<file path="config.mk">
export PLATFORM = sky130hd
export DESIGN_NAME = cspt_cell
export DESIGN_NICKNAME = d
export VERILOG_FILES = /design/src/design/cspt_pkg.sv /design/src/design/cspt_cell.sv
export SDC_FILE = /design/constraint.sdc
export NUM_CORES = 1
export LEC_CHECK = 0
export BUFFER_PORTS_ARGS = -buffer_cell sky130_fd_sc_hd__buf_2
export CORE_MARGIN = 2
export CORE_UTILIZATION = 62
export DETAILED_ROUTE_END_ITERATION = 6
export PLACE_DENSITY = 0.81
export SLEW_MARGIN = 20
export SYNTH_ARGS = -nofsm -noshare
export SYNTH_HDL_FRONTEND = slang
export SYNTH_SLANG_ARGS = --single-unit
export TNS_END_PERCENT = 20
</file>
<file path="constraint.sdc">
create_clock -name clk -period 11.3 [get_ports clk]
set_clock_uncertainty 0.15 [all_clocks]
set_input_delay 0.565 -clock clk [delete_from_list [all_inputs] [get_ports clk]]
set_output_delay 0.565 -clock clk [all_outputs]
set_load 0.01 [all_outputs]
</file>
<file path="src/design/cspt_pkg.sv">
// ----------------------------------------------------------------------------
// cspt_pkg
// Shared types and constants for the channel slew position table.
// ----------------------------------------------------------------------------
package cspt_pkg;

    localparam int POS_W   = 16;
    localparam int IDX_W   = 4;
    localparam int CHAN_W  = 8;
    localparam int STEP_W  = 15;
    localparam int ASTEP_W = 12;

    // floor(x / 5) = (x * 0xCCCD) >> 18 for x below 2**16
    localparam logic [15:0] DIV5_MUL   = 16'hCCCD;
    localparam int          DIV5_SHIFT = 18;

    typedef enum logic [2:0] {
        CMD_SET_CUR  = 3'd0,
        CMD_SET_TGT  = 3'd1,
        CMD_SET_CHAN = 3'd2,
        CMD_AUTO     = 3'd3,
        CMD_MANUAL   = 3'd4,
        CMD_IDX_DAMP = 3'd5
    } command_t;

    typedef struct packed {
        logic                     tok;
        command_t                 cmd;
        logic [IDX_W-1:0]         index;
        logic signed [POS_W-1:0]  value;
        logic [CHAN_W-1:0]        chan;
        logic [STEP_W-1:0]        step;
    } chain_word_t;

    typedef struct packed {
        logic                     valid;
        logic [IDX_W-1:0]         index;
        logic signed [POS_W-1:0]  position;
        logic                     at_target;
        logic                     hit;
        logic                     last;
    } result_t;

endpackage

</file>
<file path="src/design/cspt_cell.sv">
// ----------------------------------------------------------------------------
// cspt_cell
// One table entry: holds position, target and tag, acts on the command word
// while it passes, and hands the word on to the next cell.
// ----------------------------------------------------------------------------
module cspt_cell #(
    parameter int CELL_INDEX = 0,
    parameter bit IS_LAST    = 1'b0
) (
    input  logic                clk,
    input  logic                rst_n,
    input  cspt_pkg::chain_word_t word_in,
    output cspt_pkg::chain_word_t word_out,
    output cspt_pkg::result_t     result
);
    import cspt_pkg::*;

    chain_word_t              word_reg;
    logic signed [POS_W-1:0]  cur_reg, cur_next;
    logic signed [POS_W-1:0]  tgt_reg, tgt_next;
    logic [CHAN_W-1:0]        tag_reg, tag_next;
    logic [ASTEP_W-1:0]       astep_reg, astep_next;

    logic signed [POS_W:0]    diff;
    logic [POS_W-1:0]         abs_diff;
    logic [31:0]              prod;
    logic signed [POS_W:0]    stp;
    logic signed [POS_W-1:0]  moved;
    logic                     idx_match;
    logic                     emit;
    logic                     hit;
    logic                     sweep;

    // auto step from stored positions, registered: it follows any change in the next cycle
    always_comb
    begin
        diff       = {tgt_reg[POS_W-1], tgt_reg} - {cur_reg[POS_W-1], cur_reg};
        abs_diff   = diff[POS_W] ? POS_W'(-diff) : diff[POS_W-1:0];
        prod       = 32'(abs_diff >> 2) * 32'(DIV5_MUL);
        astep_next = ASTEP_W'(prod >> DIV5_SHIFT) + ASTEP_W'(1);
    end

    always_comb
    begin
        if (word_reg.cmd == CMD_AUTO)
        begin
            stp = (POS_W+1)'(astep_reg);
        end
        else
        begin
            stp = (POS_W+1)'(word_reg.step);
        end
        if (diff > stp)
        begin
            moved = cur_reg + stp[POS_W-1:0];
        end
        else if (diff < -stp)
        begin
            moved = cur_reg - stp[POS_W-1:0];
        end
        else
        begin
            moved = tgt_reg;
        end
    end

    always_comb
    begin
        idx_match = (int'(word_reg.index) == CELL_INDEX);
        cur_next  = cur_reg;
        tgt_next  = tgt_reg;
        tag_next  = tag_reg;
        emit      = 1'b0;
        hit       = 1'b0;
        sweep     = 1'b0;
        case (word_reg.cmd)
            CMD_SET_CUR:
            begin
                emit = idx_match;
                hit  = idx_match;
                if (idx_match)
                begin
                    cur_next = word_reg.value;
                end
            end
            CMD_SET_TGT:
            begin
                emit = idx_match;
                hit  = idx_match;
                if (idx_match)
                begin
                    tgt_next = word_reg.value;
                end
            end
            CMD_SET_CHAN:
            begin
                emit = idx_match;
                hit  = idx_match;
                if (idx_match)
                begin
                    tag_next = word_reg.chan;
                end
            end
            CMD_AUTO, CMD_MANUAL:
            begin
                emit  = 1'b1;
                sweep = 1'b1;
                hit   = (tag_reg == word_reg.chan);
                if (hit)
                begin
                    cur_next = moved;
                end
            end
            CMD_IDX_DAMP:
            begin
                emit = idx_match;
                hit  = idx_match;
                if (idx_match)
                begin
                    cur_next = moved;
                end
            end
            default:
            begin
                emit = 1'b0;
            end
        endcase
        if (!word_reg.tok)
        begin
            cur_next = cur_reg;
            tgt_next = tgt_reg;
            tag_next = tag_reg;
            emit     = 1'b0;
        end
    end

    always_comb
    begin
        result.valid     = emit;
        result.index     = IDX_W'(CELL_INDEX);
        result.position  = cur_next;
        result.at_target = (cur_next == tgt_next);
        result.hit       = hit;
        result.last      = sweep ? IS_LAST : 1'b1;
    end

    assign word_out = word_reg;

    always_ff @(posedge clk or negedge rst_n)
    begin
        if (!rst_n)
        begin
            word_reg  <= '0;
            cur_reg   <= '0;
            tgt_reg   <= '0;
            tag_reg   <= '0;
            astep_reg <= ASTEP_W'(1);
        end
        else
        begin
            word_reg  <= word_in;
            cur_reg   <= cur_next;
            tgt_reg   <= tgt_next;
            tag_reg   <= tag_next;
            astep_reg <= astep_next;
        end
    end

endmodule

</file>
=== Word level (Yosys, flattened, before mapping) ===
Index checks and enable logic that the tools add are counted.

* Flip-flop bits (word level): 99
* Word-level logic and storage cells: 48
* Input bits: 49
* Output and inout bits: 71

* Mux-type cells: 17
* Equality and inequality tests: 7
* $lt $le $gt $ge: 2
* Add/sub/neg operators: 6
* $mul: 1
* Reduce and logical (&&, ||, !) cells: 5

{| class="wikitable"
|+ Operators with widths
! cell !! count
|-
| two-way mux 16 bit || 10
|-
| one-hot mux 16 bit (3 select lines) || 1
|-
| multiplier 14 x 16 -> 30 bit, second input constant || 1
|-
| greater-than comparator 17 x 16 -> 1 bit || 1
|-
| < comparator 17 bit || 1
|-
| negator 17 bit || 1
|-
| subtractor 16 x 16 -> 17 bit || 1
|-
| adder 16 x 15 -> 16 bit || 1
|-
| == test 16 bit || 1
|-
| negator 16 bit || 1
|-
| subtractor 16 x 15 -> 16 bit || 1
|-
| two-way mux 15 bit || 1
|-
| adder 12 x 1 -> 12 bit, second input constant || 1
|-
| == test 8 bit || 1
|-
| == test 3 x 2 -> 1 bit, second input constant || 2
|-
| == test 3 bit, second input constant || 2
|-
| zero test 4 bit || 1
|-
| one-hot mux 1 bit (2 select lines) || 2
|-
| OR reduction 4 bit || 1
|-
| == test 3 x 1 -> 1 bit, second input constant || 1
|-
| zero test 3 bit || 1
|-
| two-way mux 1 bit || 3
|-
| AND reduction 3 bit || 1
|-
| OR reduction 2 bit || 1
|}

=== Logic depth before layout (Yosys ltp) ===
Gate-level depths: netlist (run 1).

* Depth in word-level cells: 10
* Mapped depth: 41
* Depth with buffers taken out: 41

=== Least setup slack after synthesis (run 1) ===
OpenSTA, ideal clock, no wires.

* Path kind: flip-flop to flip-flop
* Start: reg cur_reg[1]
* End: reg astep_reg[11]
* Buffers on the path: 0
* Cell stages (with the launch flop): 36
* Path slack: 1.308 ns
* Data required time: 11.021 ns
* Period minus slack after synthesis: 9.992 ns
* Arrival: 9.713 ns
* Library setup time: 0.129 ns
* Cells stage by stage: dfrtp_1 -> inv_1 -> fa_1 -> xor2_1 -> nand2b_1 -> or3_1 -> or4_1 -> or4_1 -> or3_1 -> o21ai_1 -> xnor2_1 -> inv_1 -> ha_1 -> inv_1 -> ha_1 -> xnor2_1 -> fa_1 -> fa_1 -> inv_1 -> fa_1 -> inv_1 -> fa_1 -> inv_1 -> ha_1 -> nand4_1 -> nor3_1 -> nand3_1 -> a2111oi_2 -> or2_2 -> a41oi_1 -> a2111o_1 -> nor4_2 -> a41oi_1 -> o22ai_1 -> a211oi_1 -> xnor2_1

* Cells in the longest elaborated chain, start to end: 5

{| class="wikitable"
|+ RTL lines
! what !! RTL line !! text
|-
| start, declared || cspt_cell.sv:19 || <nowiki>logic signed [POS_W-1:0] cur_reg, cur_next;</nowiki>
|-
| start signal, assigned || cspt_cell.sv:162 || <nowiki>cur_reg <= cur_next;</nowiki>
|-
| subtractor 16 x 16 -> 17 bit (*) || cspt_cell.sv:37 || <nowiki>diff = {tgt_reg[POS_W-1], tgt_reg} - {cur_reg[POS_W-1], cur_reg};</nowiki>
|-
| negator 16 bit || cspt_cell.sv:38 || <nowiki>abs_diff = diff[POS_W] ? POS_W'(-diff) : diff[POS_W-1:0];</nowiki>
|-
| two-way mux 16 bit (*) || cspt_cell.sv:38 ||
|-
| multiplier 14 x 16 -> 30 bit (*) || cspt_cell.sv:39 || <nowiki>prod = 32'(abs_diff >> 2) * 32'(DIV5_MUL);</nowiki>
|-
| adder 12 x 1 -> 12 bit (*) || cspt_cell.sv:40 || <nowiki>astep_next = ASTEP_W'(prod >> DIV5_SHIFT) + ASTEP_W'(1);</nowiki>
|-
| named net astep_next[11] || cspt_cell.sv:22 || <nowiki>logic [ASTEP_W-1:0] astep_reg, astep_next;</nowiki>
|-
| end signal, assigned || cspt_cell.sv:165 || <nowiki>astep_reg <= astep_next;</nowiki>
|-
| end, declared || cspt_cell.sv:22 ||
|}

The timed path passes the listed nets; every way through them passes the cells marked *.
A chain may end at the register's enable or synchronous reset.

=== Worst setup path after layout (run 1) ===
* Start: reg cur_reg[5]
* End: reg astep_reg[11]

The elaborated chain is that of the path after synthesis.

==> results of run 1 <==
-- logic make-up after synthesis --
| family | Yosys count | share of synthesized area, % |
|---|---|---|
| flops | 99 | 19.2 |
| compound gates | 387 | 21.5 |
| fa+ha+maj | 233 | 25.7 |
| mux | 51 | 4.14 |
| buf+inv | 212 | 6.57 |
| simple gates | 408 | 16.8 |
| other cells | 1 | 0.0291 |
| xor+xnor | 88 | 6.04 |
-- path summary, 6_finish.rpt --
kind,to,slack (ps),cells past startpoint
setup / recovery,astep_reg[11]$_DFF_PN0_,590,38
min in group asynchronous,word_out[32]$_DFF_PN0_,500,2
max in group asynchronous,cur_reg[2]$_DFF_PN0_,9160,3
setup reg to reg,astep_reg[11]$_DFF_PN0_,590,38
hold reg to reg,tag_reg[3]$_DFFE_PN0P_,380,1
hold / removal,word_out[41]$_DFF_PN0_,140,1
-- timing repair --
item,CTS,global route
resized for setup,0,12
endpoints found under the hold margin,26,0
setup endpoints to repair,0,4
hold buffers,1,0
buffers inserted,0,3
-- per-layer routing --
metal	vias up	GRT usage (%)
met5	-	0
met4	0	12.5
met3	129	9.75
met2	765	57.5
met1	5988	54.6
li1	5609	-
-- final cells by class --
type / instances / area (um^2) / area share [%]
Antenna cell: 1 / 2.50 / 0.0177
Tap cell: 270 / 338 / 2.39
Inverter: 170 / 638 / 4.52
Timing Repair Buffer: 135 / 731 / 5.17
Clock inverter: 7 / 77.6 / 0.549
Sequential cell: 99 / 2480 / 17.6
Clock buffer: 9 / 225 / 1.59
Multi-Input combinational cell: 1171 / 9630 / 68.2
-- worst max-delay path, delay by kind of cell (launching register included) --
| kind | cells | cell delay (ps) |
|---|---|---|
| flip-flops | 1 | 510 |
| AO/OA/AOI/OAI | 15 | 3410 |
| buffers and inverters | 6 | 460 |
| AND/OR/NAND/NOR | 5 | 1780 |
| XOR/XNOR | 4 | 820 |
| adder cells (fa/ha/maj) | 8 | 3380 |
-- placed cells by master, fill, tap and decap left out, drive strengths merged, types with 18 or more instances in the layout --
cell type,Yosys,final
nor3,44,44
a21o,29,29
nand3,38,38
o21ai,69,69
inv,168,172
buf,20,134
a31oi,21,21
xnor2,56,56
ha,180,180
nand2,83,83
mux2i,33,33
mux2,18,18
nand4,19,19
nand2b,19,19
xor2,32,32
or3,20,20
dfrtp,98,98
a21oi,84,84
nor2,88,88
fa,53,53
-- metrics by stage --
step / util, % / area, um^2 / hold slack (ps) / setup TNS, ps / setup WS, ps
after CTS: 69.2 / 14000 / 143 / 0 / 150
after detailed placement: 67.6 / 13700 / 343 / 0 / 177
after global routing: 69.6 / 14100 / 139 / -11.3 / -11.3
after floorplan: - / 12900 / 119 / 0 / 1310
final: 69.6 / 14100 / 144 / 0 / 585
after global placement: 67.6 / 13700 / 336 / 0 / 575
==> metrics.yaml, run 1 <==
clock_network:
  clock_latency_ps: 370
  numCtsBuffers: 9
  cts.sinks: 99
  htree_levels: 3
  clockBufferDepth: 2
  cts-root-buf: "clkbuf_16"
  cts_tree: "done"
  clkTransAtPathRegs_ps: 80
setup_path:
  critPathCaptureType: "flop"
  cp.arrival_ps: 10790
  crit_path_max_fanout: 9
  cp_slowest_cell: "or4_1"
  cp_slowest_stage_delay_ps: 620
  timing.critical_path.mode_cell: "inv_1"
  start_kind: "flop"
  worstReg2RegStart: "cur_reg[5]$_DFF_PN0_"
  cp.required_ps: 11380
  crit_type: "reg -> reg"
  setup.worst_path.start: "cur_reg[5]$_DFF_PN0_"
logic_synthesis:
  yosysMostFrequentCell: "ha_1"
  synth_top_flop_cell: "dfrtp_1"
  yosysTopAreaCellShare_pct: 19.0
  synth_edf_count: 0
  yosys.area.top_type: "dfrtp_1"
  syn_avg_cell_area_um2: 8.71
  netlist_instances: 1479
  yosysSeqAreaShare_pct: 19.2
  syn_area_um2: 12900
  synth_common_cells: "ha_1, inv_1, dfrtp_1"
  yosys_warnings: 0
  ys_ff_latch: 99
  async_reset_ff_share_pct: 100
  synth_area_leaders: "dfrtp_1, ha_1, fa_1, inv_1, xnor2_1"
  synthDistinctLibCells: 109
drt:
  via_per_inst: 6.71
  met3WireLength_um: 4910
  wl_met2_um: 17800
  detail-route-antenna-nets: 0
  drt_pass1_iterations: 7
  drc_errors: 1
  num_vias: 12500
  top_layer: "met4"
  post_drt_wl_per_cell_um: 22.6
  drt_iter0_markers: 1661
  m1WireLength_um: 17800
  drt_wl_total_um: 42200
placement:
  gp_congestion: 1.10
  io_buffers: 115
  hpwl_um: 34900
  place_inst: 1841
floorplan:
  core-area_um2: 20300
  die_w_um: 148
  start_util_pct: 63.5
  die_h_um: 148
  pin_count: 120
  rows: 52
  die_area_um2: 22000
outcome:
  outcome: "finished with violations"
  violations: "DRC"
timing:
  max_slew_margin_pct: 28.1
  period_minus_slack_ps: 10710
  fmax_ghz: 0.0933
  worstMarginPinSlew_ps: 1080
  final_hold_viol_count: 0
  setup_violations: 0
  slew_violations: 0
  period_share_pct: 94.8
worst_hold_path:
  worst_hold_path_type: "in -> reg"
  hp-start: "word_in[41]"
global_route:
  track_usage_pct: 38.4
  grt_pass1_wl_um: 65700
  grt_max_degree: 74
  antenna_found_initial: 1
  grt.overflow.total: 0
  grt_pass1_vias: 11800
layout:
  drive_gt1_share_pct: 14.1
  largest_reg_flops: 47
  fin_cells: 1862
  num-fill-cells: 1703
  final_nets: 1868
  syn_to_final_growth_pct: 9.58
flow_run:
  cap_violations: 0
Power of run 1 is left out: the tool's default activity adds up to more than one toggle a clock period on the data nets, which glitch-free logic cannot reach.
==> run 2: changes to the inputs <==
- clock period: 11.3 -> 11.98 ns (I/O delays scaled with it)
==> metrics.yaml, run 2 (synthesized netlist as in run 1, its figures left out) <==
setup_path:
  crit_end: "astep_reg[11]$_DFF_PN0_"
  cp.arrival_ps: 11130
  cp_slowest_cell: "or4_1"
  path_buf_inv: 6
  timing.critical_path.mode_cell: "inv_1"
  crit_cells: 35
  cp_top_family: "adder cells"
  cp.required_ps: 12050
  worstReg2RegStart: "cur_reg[5]$_DFF_PN0_"
  crit_path_max_fanout: 9
  r2r_slack_ps: 920
  r2r-end: "astep_reg[11]$_DFF_PN0_"
  r2r_cells: 35
  critPathCaptureType: "flop"
  crit_type: "reg -> reg"
  start_kind: "flop"
  setup.worst_path.start: "cur_reg[5]$_DFF_PN0_"
  cp_slowest_stage_delay_ps: 660
drt:
  wl_met2_um: 17300
  via_per_inst: 6.58
  num_vias: 12200
  m1WireLength_um: 17700
  top_layer: "met4"
  drt_iter0_markers: 1315
  met3WireLength_um: 4910
  drc_errors: 0
  drt_wl_total_um: 41200
  post_drt_wl_per_cell_um: 22.2
  drt_pass1_iterations: 6
  detail-route-antenna-nets: 0
layout:
  largest_reg_flops: 47
  most-common-layout-cells: "ha_1, inv_1, buf_2"
  num-fill-cells: 1721
  drive_gt1_share_pct: 13.4
  fin_cells: 1855
  final_nets: 1862
  syn_to_final_growth_pct: 8.80
  diodes: 0
  layout_commonest_cell: "ha_1"
  finalInstanceArea_um2: 14000
floorplan:
  start_util_pct: 63.5
  die_w_um: 148
  pin_count: 120
  core-area_um2: 20300
  die_area_um2: 22000
  rows: 52
  die_h_um: 148
timing:
  worstMarginPinSlew_ps: 1070
  rsz0062_at_grt: "false"
  slew_violations: 0
  final_hold_viol_count: 0
  period_share_pct: 92.3
  period_minus_slack_ps: 11060
  fin_setup_tns_ps: 0
  max_slew_margin_pct: 29.0
  setup_violations: 0
  fmax_ghz: 0.0905
outcome:
  outcome: "finished, final reports clean"
placement:
  io_buffers: 115
  hpwl_um: 34300
  place_area_um2: 13700
  gp_congestion: 1.09
  place_inst: 1838
clock_network:
  clockBufferDepth: 2
  cts_tree: "done"
  clock_latency_ps: 360
  post_cts_buffers: 0
  cts.sinks: 99
  htree_levels: 3
  numCtsBuffers: 9
  clkTransAtPathRegs_ps: 80
  cts-root-buf: "clkbuf_16"
worst_hold_path:
  hp-start: "word_in[14]"
  worst_hold_path_type: "in -> reg"
global_route:
  grt_pass1_wl_um: 64400
  antenna_found_initial: 1
  grt_max_degree: 74
  grt_pass1_vias: 11600
  track_usage_pct: 37.7
  grt.overflow.total: 0
flow_run:
  cap_violations: 0
## run 2: what timing repair did
| action | 4_1_cts | 5_1_grt |
|---|---|---|
| hold buffers | 1 | 0 |
| setup endpoints to repair | 0 | 1 |
| endpoints found under the hold margin | 6 | 0 |
| resized for setup | 0 | 1 |
## run 2: how the worst min path moves through the flow
stage                         endpoint  slack, ps  depth (start not counted)
6_report        word_out[14]$_DFF_PN0_        190                          1
5_1_grt         word_out[33]$_DFF_PN0_        180                          1
4_1_cts         word_out[20]$_DFF_PN0_        180                          1
3_5_place_dp    tag_reg[3]$_DFFE_PN0P_        370                          1
3_3_place_gp    tag_reg[1]$_DFFE_PN0P_        360                          1
2_1_floorplan  astep_reg[10]$_DFF_PN0_        150                          0
## run 2: per-layer routing
layer  GRT usage [%]  vias up
met5               0        -
met4            10.7        0
met3            10.2       95
met2            55.3      711
met1            54.9     5817
li1                -     5587
## run 2: cell type report
class | count | area, um^2 | share of cell area (%)
Sequential cell | 99 | 2480 | 17.7
Multi-Input combinational cell | 1171 | 9580 | 68.3
Tap cell | 270 | 338 | 2.41
Timing Repair Buffer | 129 | 686 | 4.89
Clock buffer | 9 | 225 | 1.61
Clock inverter | 7 | 77.6 | 0.553
Inverter | 170 | 638 | 4.55
## run 2: worst reg2reg max path, delay by kind of cell, from the launching register on
kind	cells	cell delay (ps)
adders and majority gates	8	3500
and+or+nand+nor	10	3440
AOI/OAI and AO/OA	8	2240
xor gates and xnor gates	3	650
DFF	1	520
buffers and inverters	6	460
## run 2: through the flow
stage / setup WS [ps] / utilization [%] / hold slack [ps]
global route: 259 / 69.1 / 181
finish: 925 / 69.1 / 189
floorplan: 1990 / - / 153
global placement: 1210 / 67.5 / 358
CTS: 781 / 69.0 / 184
detailed placement: 829 / 67.5 / 366
Power of run 2 is left out for the same reason.
